### src/rtl/mhpq_pkg.sv
// ----------------------------------------------------------------------------
// mhpq_pkg
// Shared types and constants for the max-heap priority queue: request and
// response beats, the per-cell tap and the broadcast operation.
// ----------------------------------------------------------------------------
`default_nettype none

package mhpq_pkg;

  localparam int unsigned VALUE_W      = 31;
  localparam int unsigned COUNT_W      = 7;
  localparam int unsigned LIMIT_W      = 7;
  localparam int unsigned CAPACITY_DEF = 64;
  localparam logic [LIMIT_W-1:0] LIMIT_RESET = 7'd64;

  // operation codes
  localparam logic KIND_INSERT = 1'b0;
  localparam logic KIND_REMOVE = 1'b1;

  typedef enum logic [1:0] {
    ST_OK    = 2'd0,
    ST_FULL  = 2'd1,
    ST_EMPTY = 2'd2
  } status_e;

  // request beat
  typedef struct packed {
    logic               kind;
    logic [VALUE_W-1:0] value;
  } mhpq_req_t;

  // response beat
  typedef struct packed {
    logic [VALUE_W-1:0] removed_value;
    status_e            status;
    logic [COUNT_W-1:0] count_after;
  } mhpq_rsp_t;

  // operation broadcast to every cell
  typedef struct packed {
    logic               ins;
    logic               rem;
    logic [VALUE_W-1:0] value;
  } mhpq_op_t;

  // what one cell shows its neighbors
  typedef struct packed {
    logic               occ;
    logic               ge;
    logic [VALUE_W-1:0] value;
  } mhpq_tap_t;

endpackage

`default_nettype wire

### src/rtl/mhpq_cell.sv
// ----------------------------------------------------------------------------
// mhpq_cell
// One slot of the sorted chain. Holds one value and an occupied flag; on an
// insert it keeps its value, takes the new value or takes its left neighbor's
// value, on a remove it takes its right neighbor's value.
// ----------------------------------------------------------------------------
`default_nettype none

module mhpq_cell (
  input  logic                clk_i,
  input  logic                rst_ni,
  input  mhpq_pkg::mhpq_op_t  op_i,
  input  mhpq_pkg::mhpq_tap_t left_i,
  input  mhpq_pkg::mhpq_tap_t right_i,
  output mhpq_pkg::mhpq_tap_t tap_o
);
  import mhpq_pkg::*;

  logic               occ_q, occ_d;
  logic [VALUE_W-1:0] value_q, value_d;
  logic               ge;

  // stored entry is at least the incoming value, so it stays in place
  assign ge = occ_q && (value_q >= op_i.value);

  assign tap_o.occ   = occ_q;
  assign tap_o.ge    = ge;
  assign tap_o.value = value_q;

  // next slot contents
  always_comb begin
    occ_d   = occ_q;
    value_d = value_q;
    if (op_i.ins) begin
      occ_d = occ_q | left_i.occ;
      if (ge) begin
        value_d = value_q;
      end else if (left_i.ge) begin
        value_d = op_i.value;
      end else begin
        value_d = left_i.value;
      end
    end else if (op_i.rem) begin
      occ_d   = right_i.occ;
      value_d = right_i.value;
    end
  end

  // occupied flag
  always_ff @(posedge clk_i or negedge rst_ni) begin
    if (!rst_ni) begin
      occ_q <= 1'b0;
    end else begin
      occ_q <= occ_d;
    end
  end

  // slot value
  always_ff @(posedge clk_i) begin
    value_q <= value_d;
  end

endmodule

`default_nettype wire

### config.mk
export PLATFORM = sky130hd
export DESIGN_NAME = mhpq_cell
export DESIGN_NICKNAME = d
export VERILOG_FILES = /design/src/rtl/mhpq_pkg.sv /design/src/rtl/mhpq_cell.sv
export SDC_FILE = /design/constraint.sdc
export NUM_CORES = 1
export LEC_CHECK = 0
export BUFFER_PORTS_ARGS = -buffer_cell sky130_fd_sc_hd__buf_2
export CAP_MARGIN = 30
export CORE_ASPECT_RATIO = 0.75
export CORE_MARGIN = 10
export CORE_UTILIZATION = 41
export DETAILED_ROUTE_END_ITERATION = 10
export PLACE_DENSITY_LB_ADDON = 0.15
export SLEW_MARGIN = 20
export SYNTH_ARGS = -nofsm -noshare
export SYNTH_HDL_FRONTEND = slang
export SYNTH_SLANG_ARGS = --single-unit
export TNS_END_PERCENT = 50
### constraint.sdc
create_clock -name clk_i -period 4.5 [get_ports clk_i]
set_clock_uncertainty 0.2 [all_clocks]
set_input_delay 0.675 -clock clk_i [delete_from_list [all_inputs] [get_ports clk_i]]
set_output_delay 0.675 -clock clk_i [all_outputs]
set_load 0.01 [all_outputs]
* Word-level counts from Yosys, hierarchy flattened *
Cells that the tools add are included.

cells by class
  mux-type cells = 6
  bitwise logic cells = 1
  order comparisons = 1
  equal/unequal tests = 1
  reduce and logical (&&, ||, !) cells = 3

operator list
  kind                                          count
  2-to-1 mux 31 bit                             4
  >= comparator 31 bit                          1
  2-to-1 mux 1 bit                              2
  inequality test 2 bit, second input constant  1
  AND reduction 2 bit                           1
  nonzero test 2 bit                            1
  logical AND 1 bit                             1
  bitwise OR 1 bit                              1

storage, ports and cells
  bits of input ports = 101
  register bits = 32
  output and inout bits = 33

* Logic depth before layout (Yosys ltp) *
Gate-level depths: netlist (run 1).

  word-level depth = 4
  mapped depth = 8
  gate-level depth less buffers = 7

* Worst setup path before layout (run 1) *
OpenSTA, ideal clock, no wires.

  path type = input -> register
  start = input op_i[18] (netlist bit)
  end = register value_q[0] (enable)
  required time = 3824 ps
  slack = -449 ps
  buffers on the path = 0
  arrival time = 4272 ps
  library setup time = 476 ps
  cell stages on the path = 7
  cell sequence = inv_1 ha_1 and4_4 and4bb_4 a221oi_1 o211ai_1 a311oi_1

between the ends
  cells in the longest elaborated chain, start to end = 4

RTL lines
  element                                 line             RTL
  start, declared                         mhpq_cell.sv:12  input mhpq_pkg::mhpq_op_t op_i,
  >= comparator 31 bit                    mhpq_cell.sv:24  assign ge = occ_q && (value_q >= op_i.value);
  logical AND 1 bit                       mhpq_cell.sv:24
  inequality test 2 bit (no source line)  n/a
  AND reduction 2 bit (no source line)    n/a
  end signal, assigned                    mhpq_cell.sv:60  value_q <= value_d;
  end, declared                           mhpq_cell.sv:20  logic [VALUE_W-1:0] value_q, value_d;

Every way passes these cells.
A chain may end at the register's enable or synchronous reset.

==> results of run 1 <==
[timing repair]
action                                 CTS  global route
gates resized for setup                  0             0
endpoints found under the hold margin    1             0
hold buffers                             1             0
[final cells by class]
class	instances	area (sq um)
repair buffers	135	686
clock inverters	1	3.75
fillers	558	2530
inverters	31	116
multi-input cells	179	1330
flip-flops and latches	32	956
well taps	78	97.6
clock buffers	7	76.3
[critical path: stages]
cell and delay (ps):
buf_2 90, inv_1 40, ha_1 320, and4_4 210, and4bb_4 210, a221oi_1 260
o211ai_1 200, o21a_1 210, buf_2 140
[worst min-delay path by stage]
stage          endpoint  cells past startpoint  slack (ps)  startpoint
5_1_grt           occ_q                      3         470  left_i[32]
3_5_place_dp      occ_q                      1         250      rst_ni
2_1_floorplan     occ_q                      0         180      rst_ni
4_1_cts           occ_q                      3         450  left_i[32]
3_3_place_gp      occ_q                      1         250      rst_ni
6_report          occ_q                      3         460  left_i[32]
[per-layer routing]
metal  share of wire  global-route usage  wire length [um]  up-vias
met5               0                   0                 0        -
met4          0.0082              0.0358                57        0
met3           0.090              0.0518               631        5
met2            0.47               0.233              3260       67
met1            0.43               0.173              3040      997
li1                -                   -                 -     1182
[where the power goes]
part | internal [mW] | total [mW] | switching [mW]
Combinational | 0.127 | 0.274 | 0.146
Clock | 0.108 | 0.214 | 0.107
Sequential | 0.373 | 0.391 | 0.0187
Total | 0.608 | 0.879 | 0.272
[registers in the layout, summed over array words and instances (netlist names)]
signal,flops
occ_q,1
value_q,31
[synthesized netlist by cell type, types with 2 or more instances]
cell      number  share of area
a211oi_1       2         0.0061
buf_4          2         0.0061
a221oi_1       3          0.011
buf_2          3         0.0061
edfxtp_1      31           0.38
nor2_1        35          0.054
clkbuf_1       7          0.011
nand3_1        5          0.010
a21oi_1       43          0.088
and4_4         2         0.0092
inv_1         31          0.048
ha_1          31           0.16
nand4_1        5          0.013
o21ai_0        2         0.0041
a21o_1         2         0.0061
mux2i_1       31           0.13
nand2_1        5         0.0077
[cells by family (layout without fill, tap and decap cells)]
| kind of cell | count (synthesis) | in the layout | share of synthesized area |
|---|---|---|---|
| flops | 32 | 32 | 0.391 |
| simple gates | 58 | 58 | 0.115 |
| compound gates | 59 | 59 | 0.137 |
| buf+inv | 44 | 174 | 0.0722 |
| mux | 31 | 31 | 0.127 |
| fa+ha+maj | 31 | 31 | 0.159 |
[through the flow]
| step | hold WS [ps] | std cells |
|---|---|---|
| floorplan | 179 | 255 |
| global placement | 250 | 454 |
| detailed placement | 251 | 454 |
| CTS | 451 | 463 |
| global route | 472 | 463 |
| finish | 464 | 463 |
==> results.yml, run 1 <==
outcome:
  run_status: "finished clean"
layout:
  fin_util: 0.563
  layout.nets: 516
  antennaDiodeCount: 0
  postLayoutCellArea_sq_um: 3270
  drive_gt1_frac: 0.374
  mostFrequentLayoutCell: "buf_2"
  layout_common_cells: "132 x buf_2, 43 x a21oi_1, 35 x nor2_1"
  syn2layout_area_growth_pct: 33.6
setup_path:
  cp-startpoint: "op_i[18]"
  reg2reg_slack_ps: 1620
  crit_path_max_fanout: 3
  r2r_start: "value_q[18]"
  reg2reg_depth: 7
  setup.worst_path.end: "tap_o[31]"
  cp.required_ps: 3620
  endpoint_kind: "primary output"
  start_kind: "primary input"
  crit_type: "primary input to primary output"
  r2r_end: "value_q[30]"
  critPathArrivalTime_ps: 2340
cts:
  tritoncts: "done"
  cts_max_level: 2
  cts-root-buf: "clkbuf_8"
  clk_latency_ps: 280
  numCtsBuffers: 5
  cts.clk_slew.worst_paths_ps: 70
  clock-sinks: 32
  cts_buffer_depth: 2
  post_cts_buffers: 0
min_path:
  min_path_type: "primary input to flop"
placed_design:
  numPortBuffers: 132
  gp_routability_congestion: 0.775
  dp_hpwl_um: 5730
  postPlaceCellArea_sq_um: 3180
  dp_slack_ps: 1190
sta:
  worstMarginPinSlew_ps: 961
  hold_viol_final: 0
  fin_ws_ps: 1280
  drv_slew: 0
  rsz0062_at_grt: "false"
  slew_headroom: 0.359
  setup_tns_ps: 0
  fin_crit_sh: 0.715
  fmaxAchievable_mhz: 311
  period_needed_ps: 3220
  setup_viol: 0
die:
  start_util: 0.422
  fp.dieW_um: 109
  rows: 24
  coreArea_sq_um: 5800
  die_area_sq_um: 9480
  dieHeight_um: 86.9
  pin_count: 134
global_route:
  grt-ovfl-total: 0
  grt_max_degree: 47
  grt_pass1_vias: 2291
  antenna_found_initial: 0
  grt.total_usage: 0.142
  grt_pass1_wl_um: 10900
route:
  route.detailed.wl_per_inst_um: 15.1
  drc_errors: 0
  vias_per_cell: 4.86
  firstDrtPassIters: 4
  ant_nets: 0
  drt_wl_total_um: 6980
  drtIter0Drc: 58
  vias: 2251
yosys:
  ys_ff_latch: 32
  syn_nets: 387
  syn_area_sq_um: 2440
  synth_edf_count: 31
  synthArstFlopShare: 0.0313
  syn_avg_cell_area_sq_um: 9.59
  syn_inst: 255
  synth_cell_types: 32
  yosys_warnings: 0
  ys.flop_type: "edfxtp_1"
  seq_area_frac_synth: 0.391
pwr:
  power_density_nw_per_um2: 269
  total_power_mw: 0.879
  ir_worst_vdd_uv: 152
  p_leak_nw: 1.68
run:
  maxCapViolations: 0
Note: power is estimated with default switching activity, not from simulation.
==> inputs of run 2 (changes only) <==
--- a/config.mk
+++ b/config.mk
@@ -9,7 +9,7 @@
 export CAP_MARGIN = 30
 export CORE_ASPECT_RATIO = 0.75
 export CORE_MARGIN = 10
-export CORE_UTILIZATION = 41
+export CORE_UTILIZATION = 45
 export DETAILED_ROUTE_END_ITERATION = 10
 export PLACE_DENSITY_LB_ADDON = 0.15
 export SLEW_MARGIN = 20
==> constraint.sdc (replaced) <==
create_clock -name clk_i -period 3.1 [get_ports clk_i]
set_clock_uncertainty 0.2 [all_clocks]
set_input_delay 0.465 -clock clk_i [delete_from_list [all_inputs] [get_ports clk_i]]
set_output_delay 0.465 -clock clk_i [all_outputs]
set_load 0.01 [all_outputs]
==> run 2 against run 1 <==
Sequential share of layout area shrank 0.74 points. Clock-buffer cell count grew 1. Total power grew 50%. Sequential power grew 46%. Flip-flop and latch count is the same. Worst hold slack lost 180 ps. Largest cell class unchanged. Highest routed layer unchanged. Core utilization grew 6.9 points. Critical endpoint unchanged. Critical path type is now flop to primary output. Clock power grew 55%. Design area grew 2.6%. Global-route usage grew 1.6 points.
==> results.yml, run 2 (same netlist as run 1, synthesis figures left out) <==
layout:
  postLayoutCellArea_sq_um: 3350
  drive_gt1_frac: 0.407
  regMostFlops: "value_q"
  reg_top3: "value_q x31, occ_q x1"
  mostFrequentLayoutCell: "buf_2"
  final_cells: 463
  layout.nets: 519
  largest_register_ffs: 31
  nFillCells: 486
  syn2layout_area_growth_pct: 37.1
  antennaDiodeCount: 0
  layout_common_cells: "132 x buf_2, 43 x a21oi_1, 35 x nor2_1"
  fin_util: 0.633
sta:
  rsz0062_at_grt: "false"
  worstMarginPinSlew_ps: 540
  holdWs_ps: 281
  fin_crit_sh: 0.933
  period_needed_ps: 2890
  slew_headroom: 0.640
  drv_slew: 0
  hold_viol_final: 0
  fmaxAchievable_mhz: 346
  setup_viol: 0
  setup_tns_ps: 0
global_route:
  grt_pass1_vias: 2507
  grt_pass1_wl_um: 11700
  grt_max_degree: 53
  antenna_found_initial: 0
  grt.total_usage: 0.159
  grt-ovfl-total: 0
route:
  drtIter0Drc: 73
  drc_errors: 0
  route.detailed.wl_per_inst_um: 15.4
  drt_wl_total_um: 7130
  vias_per_cell: 4.96
  vias: 2297
  firstDrtPassIters: 5
  route.met2.wl_um: 3400
  ant_nets: 0
  wl_met1_um: 3060
  routed-wl-met3_um: 599
  dr.max_layer_used: "met4"
setup_path:
  crit_path_max_fanout: 4
  reg2reg_slack_ps: 440
  cp.required_ps: 2430
  critPathArrivalTime_ps: 2230
  r2r_start: "value_q[15]"
  start_kind: "flop"
  endpoint_kind: "primary output"
  crit_type: "flop to primary output"
  r2r_end: "value_q[19]"
  reg2reg_depth: 7
die:
  die_area_sq_um: 8810
  fp.dieW_um: 105
  dieHeight_um: 83.8
  pin_count: 134
  start_util: 0.462
  coreArea_sq_um: 5300
  rows: 23
pwr:
  p_seq_frac: 0.432
  p_leak_nw: 1.70
  p_sw_frac: 0.304
  pwr-share-clk: 0.251
  power.switching_mw: 0.402
  power_density_nw_per_um2: 394
  ir_worst_vdd_uv: 257
  intPower_mw: 0.919
  p_comb_frac: 0.317
placed_design:
  dp_hpwl_um: 5890
  numPortBuffers: 132
  postPlaceCellArea_sq_um: 3250
  gp_routability_congestion: 0.766
  dp_cells: 454
min_path:
  min_path_type: "primary input to flop"
  hold_start: "left_i[32]"
  hold_depth: 3
  worstHoldEndpoint: "occ_q"
cts:
  cts_buffer_depth: 2
  cts.repair.resized: 0
  tritoncts: "done"
  cts_max_level: 2
  cts-root-buf: "clkbuf_8"
  clock-sinks: 32
  clk_latency_ps: 280
  cts.clk_slew.worst_paths_ps: 70
  numCtsBuffers: 5
outcome:
  run_status: "finished clean"
run:
  maxCapViolations: 0
## run 2: critical path, stage by stage, from the launching register on
cell	delay, ps
edfxtp_1	400
ha_1	350
nand4_1	200
nor4_1	400
a221oi_2	110
o211ai_1	190
o21a_1	170
buf_2	140
## run 2: timing repair
item | in CTS | in global routing
hold endpoints to repair | 1 | 0
hold buffers | 1 | 0
setup buffers | 0 | 0
## run 2: final cells by class
class / instances / area [sq um] / share of cell area
Multi-Input combinational cell: 179 / 1390 / 0.414
Sequential cell: 32 / 956 / 0.285
Timing Repair Buffer: 138 / 708 / 0.211
Inverter: 31 / 116 / 0.0347
Tap cell: 75 / 93.8 / 0.0280
Clock buffer: 8 / 90.1 / 0.0269
## run 2: metal layers
metal / GRT usage / vias up
met4: 0.0311 / 0
li1: - / 1186
met3: 0.0640 / 6
met1: 0.178 / 1024
met5: 0 / -
met2: 0.276 / 81
## run 2: power groups by stage
stage	Combinational, mW	Sequential [mW]	Clock, mW
5_1_grt	0.475	0.577	0.367
3_5_place_dp	0.421	0.580	0
4_1_cts	0.425	0.571	0.344
3_3_place_gp	0.411	0.577	0
6_report	0.419	0.571	0.332
2_1_floorplan	0.219	0.603	0
## run 2: how the worst max path moves through the flow
stage	cells after the start	end	start	slack, ps
finish	7	tap_o[31]	value_q[13]	210
global route	7	tap_o[31]	value_q[10]	80
CTS	7	tap_o[31]	value_q[10]	190
detailed placement	9	value_q[18]	op_i[16]	260
global placement	9	value_q[11]	op_i[29]	270
floorplan	6	value_q[0]	value_q[21]	-40
## run 2: through the flow
step	power, mW	setup WS [ps]
CTS	1.34	188
finish	1.32	207
global route	1.42	84.9
floorplan	0.823	-44.5
global placement	0.988	266
detailed placement	1.00	261
